`config.mk`:
```
export PLATFORM = sky130hd
export DESIGN_NAME = value_approach_unit
export DESIGN_NICKNAME = d
export VERILOG_FILES = /design/src/vau_pkg.sv /design/src/vau_unwrap.sv /design/src/vau_prep.sv /design/src/vau_select.sv /design/src/value_approach_unit.sv
export SDC_FILE = /design/constraint.sdc
export NUM_CORES = 1
export LEC_CHECK = 0
export BUFFER_PORTS_ARGS = -buffer_cell sky130_fd_sc_hd__buf_2
export CORE_ASPECT_RATIO = 1.1
export CORE_UTILIZATION = 66
export DETAILED_ROUTE_END_ITERATION = 7
export PLACE_DENSITY_LB_ADDON = 0.2
export REMOVE_ABC_BUFFERS = 1
export SYNTH_ARGS = -nofsm -noshare
export SYNTH_HDL_FRONTEND = slang
export SYNTH_SLANG_ARGS = --single-unit
export TNS_END_PERCENT = 20
```
`constraint.sdc`:
```
create_clock -name i_clk -period 21.6 [get_ports i_clk]
set_input_delay 2.16 -clock i_clk [delete_from_list [all_inputs] [get_ports i_clk]]
set_output_delay 2.16 -clock i_clk [all_outputs]
set_load 0.01 [all_outputs]
```
`src/vau_pkg.sv`:
```
// ============================================================================
// vau_pkg
// Types, codes and the reciprocal table shared by the value approach unit.
// ============================================================================
package vau_pkg;

    // Fixed widths of the port fields
    localparam int OP_W     = 3;
    localparam int SHIFT_W  = 3;
    localparam int FIELD_W  = 16;
    localparam int AMOUNT_W = 15;
    localparam int INDEX_W  = 4;
    localparam int INV_W    = 12;
    localparam int INV_FRAC = 12;

    // Step modes
    typedef enum logic [OP_W-1:0] {
        OP_EXP   = 3'd0,
        OP_SNAP  = 3'd1,
        OP_PHASE = 3'd2,
        OP_RANGE = 3'd3,
        OP_SPEED = 3'd4,
        OP_TIME  = 3'd5
    } t_op;

    // Per-word control carried along the pipe
    typedef struct packed {
        t_op                 op;
        logic [SHIFT_W-1:0]  shift;
        logic [AMOUNT_W-1:0] amount;
        logic [INV_W-1:0]    inv;
    } t_ctrl;

    // 4096/t for the remaining step count; zero means jump to the goal
    function automatic logic [INV_W-1:0] recip_lookup(input logic [INDEX_W-1:0] idx);
        logic [INV_W-1:0] v;
        case (idx)
            4'd1:    v = 12'd2048;
            4'd2:    v = 12'd1365;
            4'd3:    v = 12'd1024;
            4'd4:    v = 12'd819;
            4'd5:    v = 12'd682;
            4'd6:    v = 12'd585;
            4'd7:    v = 12'd512;
            4'd8:    v = 12'd455;
            4'd9:    v = 12'd409;
            4'd10:   v = 12'd372;
            4'd11:   v = 12'd341;
            4'd12:   v = 12'd315;
            4'd13:   v = 12'd292;
            4'd14:   v = 12'd273;
            4'd15:   v = 12'd256;
            default: v = 12'd0;
        endcase
        return v;
    endfunction

endpackage

```
`src/vau_unwrap.sv`:
```
// ============================================================================
// vau_unwrap
// First stage: widens the inputs, applies the angle unwrap when wrap_phase is
// set or the mode is phase, and forms the difference goal minus present.
// ============================================================================
module vau_unwrap #(
    parameter int VALUE_WIDTH = 16,
    parameter int ANGLE_BITS  = 12,
    parameter int EXT_WIDTH   = 19
) (
    input  logic                               i_clk,
    input  logic                               i_rst_n,
    input  logic                               i_valid,
    output logic                               o_stall,
    input  logic [vau_pkg::OP_W-1:0]           i_op,
    input  logic [vau_pkg::SHIFT_W-1:0]        i_shift,
    input  logic                               i_wrap_phase,
    input  logic signed [vau_pkg::FIELD_W-1:0] i_current,
    input  logic signed [vau_pkg::FIELD_W-1:0] i_target,
    input  logic [vau_pkg::AMOUNT_W-1:0]       i_amount,
    input  logic [vau_pkg::INDEX_W-1:0]        i_time_index,
    output logic                               o_valid,
    input  logic                               i_stall,
    output vau_pkg::t_ctrl                     o_ctrl,
    output logic signed [EXT_WIDTH-1:0]        o_c,
    output logic signed [EXT_WIDTH-1:0]        o_t,
    output logic signed [EXT_WIDTH-1:0]        o_d
);
    import vau_pkg::*;

    localparam int IN_W  = (VALUE_WIDTH < FIELD_W) ? VALUE_WIDTH : FIELD_W;
    localparam int FULL  = 1 << ANGLE_BITS;
    localparam int HALF  = 1 << (ANGLE_BITS - 1);

    logic                        load;
    logic                        c_sign;
    logic                        t_sign;
    logic signed [EXT_WIDTH-1:0] c_x;
    logic signed [EXT_WIDTH-1:0] t_x;
    logic signed [EXT_WIDTH-1:0] diff;
    logic [ANGLE_BITS-1:0]       raw;
    logic [ANGLE_BITS:0]         e_u;
    logic signed [EXT_WIDTH-1:0] e_x;
    logic                        do_wrap;
    t_ctrl                       n_ctrl;
    logic signed [EXT_WIDTH-1:0] n_c;
    logic signed [EXT_WIDTH-1:0] n_d;

    logic                        r_valid;
    t_ctrl                       r_ctrl;
    logic signed [EXT_WIDTH-1:0] r_c;
    logic signed [EXT_WIDTH-1:0] r_t;
    logic signed [EXT_WIDTH-1:0] r_d;

    // stage moves when empty or when downstream takes the word
    assign load    = !r_valid || !i_stall;
    assign o_stall = !load;

    // Widen: sign-extend when the value width fits the port, else zero-extend
    assign c_sign = (VALUE_WIDTH <= FIELD_W) ? i_current[IN_W-1] : 1'b0;
    assign t_sign = (VALUE_WIDTH <= FIELD_W) ? i_target[IN_W-1]  : 1'b0;
    assign c_x    = $signed({{(EXT_WIDTH-IN_W){c_sign}}, i_current[IN_W-1:0]});
    assign t_x    = $signed({{(EXT_WIDTH-IN_W){t_sign}}, i_target[IN_W-1:0]});

    // Unwrap: offset modulo the angle range, folded into (-half, half]
    always_comb begin
        diff = c_x - t_x;
        raw  = diff[ANGLE_BITS-1:0];
        if ({1'b0, raw} > (ANGLE_BITS+1)'(HALF)) begin
            e_u = {1'b0, raw} - (ANGLE_BITS+1)'(FULL);
        end else begin
            e_u = {1'b0, raw};
        end
        e_x = $signed({{(EXT_WIDTH-ANGLE_BITS-1){e_u[ANGLE_BITS]}}, e_u});
    end

    assign do_wrap = i_wrap_phase || (i_op == OP_PHASE);

    always_comb begin
        if (do_wrap) begin
            n_c = t_x + e_x;
            n_d = -e_x;
        end else begin
            n_c = c_x;
            n_d = t_x - c_x;
        end
        n_ctrl.op     = t_op'(i_op);
        n_ctrl.shift  = i_shift;
        n_ctrl.amount = i_amount;
        n_ctrl.inv    = recip_lookup(i_time_index);
    end

    // Stage register
    always_ff @(posedge i_clk) begin
        if (!i_rst_n) begin
            r_valid <= 1'b0;
        end else if (load) begin
            r_valid <= i_valid;
        end
    end

    always_ff @(posedge i_clk) begin
        if (load && i_valid) begin
            r_ctrl <= n_ctrl;
            r_c    <= n_c;
            r_t    <= t_x;
            r_d    <= n_d;
        end
    end

    assign o_valid = r_valid;
    assign o_ctrl  = r_ctrl;
    assign o_c     = r_c;
    assign o_t     = r_t;
    assign o_d     = r_d;

    // Difference always matches the registered present and goal values
    a_diff_consistent: assert property (@(posedge i_clk) disable iff (!i_rst_n)
        r_valid |-> (r_t - r_c == r_d))
        else $error("stage one difference does not match its operands");

endmodule

```
`src/vau_prep.sv`:
```
// ============================================================================
// vau_prep
// Second stage: power-of-two quotient, clamp bounds, speed step and the
// time-mode product.
// ============================================================================
module vau_prep #(
    parameter int EXT_WIDTH = 19
) (
    input  logic                                      i_clk,
    input  logic                                      i_rst_n,
    input  logic                                      i_valid,
    output logic                                      o_stall,
    input  vau_pkg::t_ctrl                            i_ctrl,
    input  logic signed [EXT_WIDTH-1:0]               i_c,
    input  logic signed [EXT_WIDTH-1:0]               i_t,
    input  logic signed [EXT_WIDTH-1:0]               i_d,
    output logic                                      o_valid,
    input  logic                                      i_stall,
    output vau_pkg::t_ctrl                            o_ctrl,
    output logic signed [EXT_WIDTH-1:0]               o_c,
    output logic signed [EXT_WIDTH-1:0]               o_t,
    output logic signed [EXT_WIDTH-1:0]               o_q,
    output logic signed [EXT_WIDTH-1:0]               o_lo,
    output logic signed [EXT_WIDTH-1:0]               o_hi,
    output logic signed [EXT_WIDTH-1:0]               o_n,
    output logic                                      o_dz,
    output logic                                      o_dpos,
    output logic signed [EXT_WIDTH+vau_pkg::INV_W:0]  o_prod
);
    import vau_pkg::*;

    localparam int PROD_W = EXT_WIDTH + INV_W + 1;

    logic                        load;
    logic signed [EXT_WIDTH-1:0] bias;
    logic signed [EXT_WIDTH-1:0] qsum;
    logic signed [EXT_WIDTH-1:0] amt_x;
    logic signed [INV_W:0]       inv_s;
    logic signed [EXT_WIDTH-1:0] n_q;
    logic signed [EXT_WIDTH-1:0] n_n;
    logic signed [PROD_W-1:0]    n_prod;

    logic                        r_valid;
    t_ctrl                       r_ctrl;
    logic signed [EXT_WIDTH-1:0] r_c;
    logic signed [EXT_WIDTH-1:0] r_t;
    logic signed [EXT_WIDTH-1:0] r_q;
    logic signed [EXT_WIDTH-1:0] r_lo;
    logic signed [EXT_WIDTH-1:0] r_hi;
    logic signed [EXT_WIDTH-1:0] r_n;
    logic                        r_dz;
    logic                        r_dpos;
    logic signed [PROD_W-1:0]    r_prod;

    assign load    = !r_valid || !i_stall;
    assign o_stall = !load;

    // d / 2^k truncated toward zero: bias negatives before the shift
    always_comb begin
        if (i_d[EXT_WIDTH-1]) begin
            bias = $signed((EXT_WIDTH'(1) << i_ctrl.shift) - EXT_WIDTH'(1));
        end else begin
            bias = '0;
        end
        qsum = i_d + bias;
        n_q  = qsum >>> i_ctrl.shift;
    end

    // Speed step in the direction of the goal
    assign amt_x = $signed({{(EXT_WIDTH-AMOUNT_W){1'b0}}, i_ctrl.amount});
    assign n_n   = (i_d > 0) ? (i_c + amt_x) : (i_c - amt_x);

    // Time mode: d times the 4096/t reciprocal
    assign inv_s  = $signed({1'b0, i_ctrl.inv});
    assign n_prod = i_d * inv_s;

    always_ff @(posedge i_clk) begin
        if (!i_rst_n) begin
            r_valid <= 1'b0;
        end else if (load) begin
            r_valid <= i_valid;
        end
    end

    always_ff @(posedge i_clk) begin
        if (load && i_valid) begin
            r_ctrl <= i_ctrl;
            r_c    <= i_c;
            r_t    <= i_t;
            r_q    <= n_q;
            r_lo   <= i_t - amt_x;
            r_hi   <= i_t + amt_x;
            r_n    <= n_n;
            r_dz   <= (i_d == '0);
            r_dpos <= (i_d > 0);
            r_prod <= n_prod;
        end
    end

    assign o_valid = r_valid;
    assign o_ctrl  = r_ctrl;
    assign o_c     = r_c;
    assign o_t     = r_t;
    assign o_q     = r_q;
    assign o_lo    = r_lo;
    assign o_hi    = r_hi;
    assign o_n     = r_n;
    assign o_dz    = r_dz;
    assign o_dpos  = r_dpos;
    assign o_prod  = r_prod;

endmodule

```
`src/vau_select.sv`:
```
// ============================================================================
// vau_select
// Third stage: per-mode decisions, result selection and the output register.
// ============================================================================
module vau_select #(
    parameter int VALUE_WIDTH = 16,
    parameter int EXT_WIDTH   = 19
) (
    input  logic                                      i_clk,
    input  logic                                      i_rst_n,
    input  logic                                      i_valid,
    output logic                                      o_stall,
    input  vau_pkg::t_ctrl                            i_ctrl,
    input  logic signed [EXT_WIDTH-1:0]               i_c,
    input  logic signed [EXT_WIDTH-1:0]               i_t,
    input  logic signed [EXT_WIDTH-1:0]               i_q,
    input  logic signed [EXT_WIDTH-1:0]               i_lo,
    input  logic signed [EXT_WIDTH-1:0]               i_hi,
    input  logic signed [EXT_WIDTH-1:0]               i_n,
    input  logic                                      i_dz,
    input  logic                                      i_dpos,
    input  logic signed [EXT_WIDTH+vau_pkg::INV_W:0]  i_prod,
    output logic                                      o_valid,
    input  logic                                      i_stall,
    output logic signed [vau_pkg::FIELD_W-1:0]        o_next_value
);
    import vau_pkg::*;

    localparam int PROD_W = EXT_WIDTH + INV_W + 1;
    localparam int OUT_W  = (VALUE_WIDTH < FIELD_W) ? VALUE_WIDTH : FIELD_W;

    logic                        load;
    logic signed [EXT_WIDTH-1:0] amt_x;
    logic signed [EXT_WIDTH-1:0] cq;
    logic signed [EXT_WIDTH-1:0] cstep;
    logic signed [PROD_W-1:0]    tbias;
    logic signed [PROD_W-1:0]    tsum;
    logic signed [PROD_W-1:0]    tdiv;
    logic signed [EXT_WIDTH-1:0] tres;
    logic signed [EXT_WIDTH-1:0] res;
    logic [FIELD_W-1:0]          n_next;

    logic                        r_valid;
    logic [FIELD_W-1:0]          r_next;

    assign load    = !r_valid || !i_stall;
    assign o_stall = !load;

    assign amt_x = $signed({{(EXT_WIDTH-AMOUNT_W){1'b0}}, i_ctrl.amount});
    assign cq    = i_c + i_q;
    assign cstep = i_dpos ? (i_c + EXT_WIDTH'(1)) : (i_c - EXT_WIDTH'(1));

    // product / 4096 truncated toward zero, then added to present value
    always_comb begin
        tbias = i_prod[PROD_W-1] ? $signed(PROD_W'(12'hFFF)) : '0;
        tsum  = i_prod + tbias;
        tdiv  = tsum >>> INV_FRAC;
        tres  = tdiv[EXT_WIDTH-1:0] + i_c;
    end

    // Mode select
    always_comb begin
        case (i_ctrl.op)
            OP_EXP: begin
                if (i_dz) begin
                    res = i_t;
                end else if (i_q == '0) begin
                    res = cstep;
                end else begin
                    res = cq;
                end
            end
            OP_SNAP: begin
                res = ((i_q > -amt_x) && (i_q < amt_x)) ? i_t : cq;
            end
            OP_PHASE: begin
                res = i_c;
            end
            OP_RANGE: begin
                if (i_c < i_lo) begin
                    res = i_lo;
                end else if (i_c > i_hi) begin
                    res = i_hi;
                end else begin
                    res = i_c;
                end
            end
            OP_SPEED: begin
                if (i_dpos) begin
                    res = (i_n >= i_t) ? i_t : i_n;
                end else begin
                    res = (i_n <= i_t) ? i_t : i_n;
                end
            end
            OP_TIME: begin
                res = (i_ctrl.inv == '0) ? i_t : tres;
            end
            default: begin
                res = i_c;
            end
        endcase
        // wrap to the value width, then into the port
        n_next = FIELD_W'(res[OUT_W-1:0]);
    end

    // Output register
    always_ff @(posedge i_clk) begin
        if (!i_rst_n) begin
            r_valid <= 1'b0;
        end else if (load) begin
            r_valid <= i_valid;
        end
    end

    always_ff @(posedge i_clk) begin
        if (load && i_valid) begin
            r_next <= n_next;
        end
    end

    assign o_valid      = r_valid;
    assign o_next_value = $signed(r_next);

endmodule

```
`src/value_approach_unit.sv`:
```
// ============================================================================
// value_approach_unit
// Steps a present value toward a goal in one of several modes, with an
// optional angle unwrap in front.
//
//   channel | direction | handshake            | payload
//   --------+-----------+----------------------+-------------------------------
//   in      | to block  | i_valid / o_stall    | op, shift, wrap_phase,
//           |           |                      | current, target, amount,
//           |           |                      | time_index
//   out     | from block| o_valid / i_stall    | next_value
//
// One word per cycle while the output is not stalled; three register stages,
// unwrap, prepare and select, the last one being the output register.
// The time-mode multiply sits in the prepare stage.
// Reset (synchronous, active low) clears the stage valid bits only.
// A stall holds only the stages that are full; bubbles close up behind it.
// ============================================================================
module value_approach_unit #(
    parameter int VALUE_WIDTH = 16,
    parameter int ANGLE_BITS  = 12
) (
    input  logic                               i_clk,
    input  logic                               i_rst_n,
    input  logic                               i_valid,
    output logic                               o_stall,
    input  logic [vau_pkg::OP_W-1:0]           i_op,
    input  logic [vau_pkg::SHIFT_W-1:0]        i_shift,
    input  logic                               i_wrap_phase,
    input  logic signed [vau_pkg::FIELD_W-1:0] i_current,
    input  logic signed [vau_pkg::FIELD_W-1:0] i_target,
    input  logic [vau_pkg::AMOUNT_W-1:0]       i_amount,
    input  logic [vau_pkg::INDEX_W-1:0]        i_time_index,
    output logic                               o_valid,
    input  logic                               i_stall,
    output logic signed [vau_pkg::FIELD_W-1:0] o_next_value
);
    import vau_pkg::*;

    // internal width: widest operand plus headroom for unwrap, d and bounds
    localparam int BASE_W  = (VALUE_WIDTH > ANGLE_BITS) ? VALUE_WIDTH : ANGLE_BITS;
    localparam int BASE2_W = (BASE_W > FIELD_W) ? BASE_W : FIELD_W;
    localparam int EXT_W   = BASE2_W + 3;
    localparam int PROD_W  = EXT_W + INV_W + 1;

    logic                    s1_valid;
    logic                    s1_stall;
    t_ctrl                   s1_ctrl;
    logic signed [EXT_W-1:0] s1_c;
    logic signed [EXT_W-1:0] s1_t;
    logic signed [EXT_W-1:0] s1_d;

    logic                    s2_valid;
    logic                    s2_stall;
    t_ctrl                   s2_ctrl;
    logic signed [EXT_W-1:0] s2_c;
    logic signed [EXT_W-1:0] s2_t;
    logic signed [EXT_W-1:0] s2_q;
    logic signed [EXT_W-1:0] s2_lo;
    logic signed [EXT_W-1:0] s2_hi;
    logic signed [EXT_W-1:0] s2_n;
    logic                    s2_dz;
    logic                    s2_dpos;
    logic signed [PROD_W-1:0] s2_prod;

    // Stage one: unwrap and difference
    vau_unwrap #(
        .VALUE_WIDTH (VALUE_WIDTH),
        .ANGLE_BITS  (ANGLE_BITS),
        .EXT_WIDTH   (EXT_W)
    ) u_unwrap (
        .i_clk        (i_clk),
        .i_rst_n      (i_rst_n),
        .i_valid      (i_valid),
        .o_stall      (o_stall),
        .i_op         (i_op),
        .i_shift      (i_shift),
        .i_wrap_phase (i_wrap_phase),
        .i_current    (i_current),
        .i_target     (i_target),
        .i_amount     (i_amount),
        .i_time_index (i_time_index),
        .o_valid      (s1_valid),
        .i_stall      (s1_stall),
        .o_ctrl       (s1_ctrl),
        .o_c          (s1_c),
        .o_t          (s1_t),
        .o_d          (s1_d)
    );

    // Stage two: quotient, bounds, product
    vau_prep #(
        .EXT_WIDTH (EXT_W)
    ) u_prep (
        .i_clk   (i_clk),
        .i_rst_n (i_rst_n),
        .i_valid (s1_valid),
        .o_stall (s1_stall),
        .i_ctrl  (s1_ctrl),
        .i_c     (s1_c),
        .i_t     (s1_t),
        .i_d     (s1_d),
        .o_valid (s2_valid),
        .i_stall (s2_stall),
        .o_ctrl  (s2_ctrl),
        .o_c     (s2_c),
        .o_t     (s2_t),
        .o_q     (s2_q),
        .o_lo    (s2_lo),
        .o_hi    (s2_hi),
        .o_n     (s2_n),
        .o_dz    (s2_dz),
        .o_dpos  (s2_dpos),
        .o_prod  (s2_prod)
    );

    // Stage three: select and output register
    vau_select #(
        .VALUE_WIDTH (VALUE_WIDTH),
        .EXT_WIDTH   (EXT_W)
    ) u_select (
        .i_clk        (i_clk),
        .i_rst_n      (i_rst_n),
        .i_valid      (s2_valid),
        .o_stall      (s2_stall),
        .i_ctrl       (s2_ctrl),
        .i_c          (s2_c),
        .i_t          (s2_t),
        .i_q          (s2_q),
        .i_lo         (s2_lo),
        .i_hi         (s2_hi),
        .i_n          (s2_n),
        .i_dz         (s2_dz),
        .i_dpos       (s2_dpos),
        .i_prod       (s2_prod),
        .o_valid      (o_valid),
        .i_stall      (i_stall),
        .o_next_value (o_next_value)
    );

    // Input is held off only when every stage holds a word
    a_stall_only_full: assert property (@(posedge i_clk) disable iff (!i_rst_n)
        o_stall |-> (s1_valid && s2_valid && o_valid))
        else $error("input stalled with a free pipeline stage");

    // A result only appears after a word sat in the prepare stage
    a_out_from_stage2: assert property (@(posedge i_clk) disable iff (!i_rst_n)
        $rose(o_valid) |-> $past(s2_valid))
        else $error("output valid without a word in the prepare stage");

    // An accepted word never vanishes from stage one while downstream stalls
    a_stage1_holds: assert property (@(posedge i_clk) disable iff (!i_rst_n)
        (s1_valid && s1_stall) |=> s1_valid)
        else $error("stalled stage one word lost");

endmodule

```
==> results.toml <==
[synth]
synth_warnings = 0
synth-main-ff-cell = "edfxtp_1"
synthesis.area_um2 = 29700
syn_area_per_cell_um2 = 9.33
synth_area_leader_cell = "edfxtp_1"
ys_seq_area_share_pct = 27.1
synth.distinct_cells = 82
synth_cells = 3184
ys_top_cells_by_count = "474 x inv_1, 334 x ha_1, 274 x nand2_1, 266 x edfxtp_1, 218 x fa_1"
netlist_top_cells_area = "edfxtp_1 27%, fa_1 15%, ha_1 14%"
async_flop_share_pct = 0
synth_top_area_share_pct = 26.9
yosysMostFrequentCell = "inv_1"
synth_edf_count = 266
synth_seq_cells = 269

[hold_path]
worstHoldStart = "u_unwrap.o_ctrl[32]$_DFFE_PP_"
hold_path_class = "reg2reg"
hold_path_end = "u_prep.o_ctrl[32]$_DFFE_PP_"
hold_depth = 0

[sta]
setup_viol = 0
timing.final.crit_share_pct = 30.6
rsz0062_at_grt = "no"
slew_headroom_pct = 30.4
hold_viol_final = 0
fmax_mhz = 151
slew_violations = 0
finClkSkew_ps = 10.8
worstMarginPinSlew_ps = 1040
layout_min_cycle_time_ps = 6610
setup_tns_ps = 0

[critical_path]
reg2reg_to = "u_prep.o_prod[31]$_DFFE_PP_"
path_class = "reg2reg"
path_common_cell = "fa_1"
endpoint_kind = "register"
crit_path_max_incr_delay_ps = 690
startpoint = "u_unwrap.o_ctrl[3]$_DFFE_PP_"
crit_arrival_ps = 6960
slowest_stage = "edfxtp_1"
reg2reg_depth = 21
r2r_start = "u_unwrap.o_ctrl[3]$_DFFE_PP_"
crit_required_ps = 21950
crit_chain = "and2_1, fa_1, inv_1, fa_1, inv_1, fa_1, fa_1, inv_1, fa_1, inv_1, ha_1, a21o_1, a21o_1, a221o_1, a221o_1, a31oi_1, a21bo_2, a211oi_2, nand2_1, a31oi_1, xnor2_1"
path_buf_inv = 4
start_kind = "register"
path_delay_family = "adder cells"
cp_max_fo = 20
r2r_setup_slack_ps = 14990

[clocking]
cts_setup_buffers = 0
tritoncts = "yes"
clock_path_buffers = 3
post_cts_resized = 0
holdBufCountCts = 0
clk-insertion-delay-late_ps = 610
cts_inserted_buffers = 31
cts_sinks = 269
clk_pin_slew_ps = 60
cts-htree-levels = 1
cts-root-buf = "clkbuf_16"

[finish]
fin_util_pct = 71.3
drive_gt1_share_pct = 6.06
areaGrowthSynthToFinish_pct = 6.58
nets = 3824
finalInstanceArea_um2 = 31700

[detailed_routing]
finalWirelength_um = 83800
detail_route.first_pass.iterations = 6
viasPerCell = 6.24
drt_iter0_markers = 2005
drtAntennaViolNets = 0
wl_per_cell_um = 21.9
drc = 0
via_count = 23833

[placement]
placed_cell_area_um2 = 30600
gp_congestion = 0.994
place_hpwl_um = 66600
io_buffers = 79

[grt]
top_usage_layer = "met2"
grt_overflow = 0
antenna_found_initial = 3
met1_usage_pct = 49.4
grt_util_met3_pct = 4.93
grt_util_met2_pct = 59.3
grt_pass1_vias = 23937
grt_pass1_wl_um = 129000
grt_use_total_pct = 36.9
grt_max_degree = 83

[floorplan]
core_area_um2 = 44400
dieHeight_um = 225
io_pins = 80
initial_core_util_pct = 66.9
rows = 81
die_x_um = 204
die_area_um2 = 45900

[flow_run]
cap_violations = 0

[outcome]
outcome = "completed"
## how the worst max path moves through the flow
stage	cells after the start	endpoint	slack, ps
floorplan	2	u_prep.o_c[0]$_DFFE_PP_	11230
global placement	20	u_unwrap.o_c[15]$_DFFE_PP_	15150
detailed placement	20	u_unwrap.o_c[15]$_DFFE_PP_	15010
CTS	21	u_prep.o_prod[31]$_DFFE_PP_	15050
global route	18	u_prep.o_prod[31]$_DFFE_PP_	14790
finish	21	u_prep.o_prod[31]$_DFFE_PP_	14990
## worst reg2reg max path, stage by stage (launching register included)
cell	delay, ps
edfxtp_1	690
and2_1	320
fa_1	540
inv_1	60
fa_1	530
inv_1	50
fa_1	480
fa_1	500
inv_1	50
fa_1	540
inv_1	60
ha_1	370
a21o_1	210
a21o_1	180
a221o_1	360
a221o_1	320
a31oi_1	160
a21bo_2	250
a211oi_2	240
nand2_1	100
a31oi_1	260
xnor2_1	90
## logic make-up after synthesis
| family | count (synthesis) | synth area share [%] |
|---|---|---|
| compound gates | 644 | 14.2 |
| mux | 80 | 2.82 |
| buf+inv | 579 | 7.35 |
| simple gates | 864 | 14.1 |
| flops | 269 | 27.1 |
| other cells | 1 | 0.0126 |
| fa+ha+maj | 552 | 28.8 |
| xor+xnor | 195 | 5.75 |
## metal layers
| layer | up-vias | part of all wire, % |
|---|---|---|
| met3 | 227 | 8.7 |
| met1 | 11554 | 41 |
| li1 | 10971 | - |
| met4 | 0 | 5.2 |
| met5 | - | 0 |
| met2 | 1081 | 45 |
## cells in the final DEF, fill, tap and decap left out, drive strengths merged, types with 28 or more instances in the layout
| master | n |
|---|---|
| inv | 475 |
| ha | 334 |
| nand2 | 274 |
| edfxtp | 266 |
| fa | 218 |
| nor2 | 185 |
| a21oi | 179 |
| xnor2 | 147 |
| o21ai | 142 |
| and2 | 128 |
| buf | 92 |
| mux2i | 59 |
| a21o | 54 |
| nor3 | 53 |
| xor2 | 48 |
| nand3 | 46 |
| clkbuf | 42 |
| nor2b | 36 |
| o21a | 35 |
| a211oi | 35 |
| and3 | 28 |
## final cells by class
class	count	area (µm²)
Antenna cell	2	5.00
Clock buffer	42	837
Clock inverter	16	256
Fill cell	3341	12700
Inverter	477	1790
Multi-Input combinational cell	2339	19500
Sequential cell	269	8050
Tap cell	581	727
Timing Repair Buffer	92	493
## per-stage QoR
step                      instances  setup WS [ps]  hold slack [ps]
after floorplan                3085          11230              400
after global placement         3758          15150              419
after detailed placement       3758          15010              417
after CTS                      3816          15050              431
after global routing           3817          14790              443
final                          3818          14990              435
## registers in the layout (all words and copies together) (netlist names), 17 cells and up
name / flops
u_prep.o_hi: 17
u_prep.o_q: 19
u_prep.o_n: 19
u_unwrap.o_d: 19
u_unwrap.o_ctrl: 33
u_prep.o_ctrl: 30
u_prep.o_prod: 29
u_prep.o_c: 17
u_unwrap.o_c: 17
Power is not shown: default switching activity piles up to over one toggle a cycle in this logic, so the estimate is an artifact.
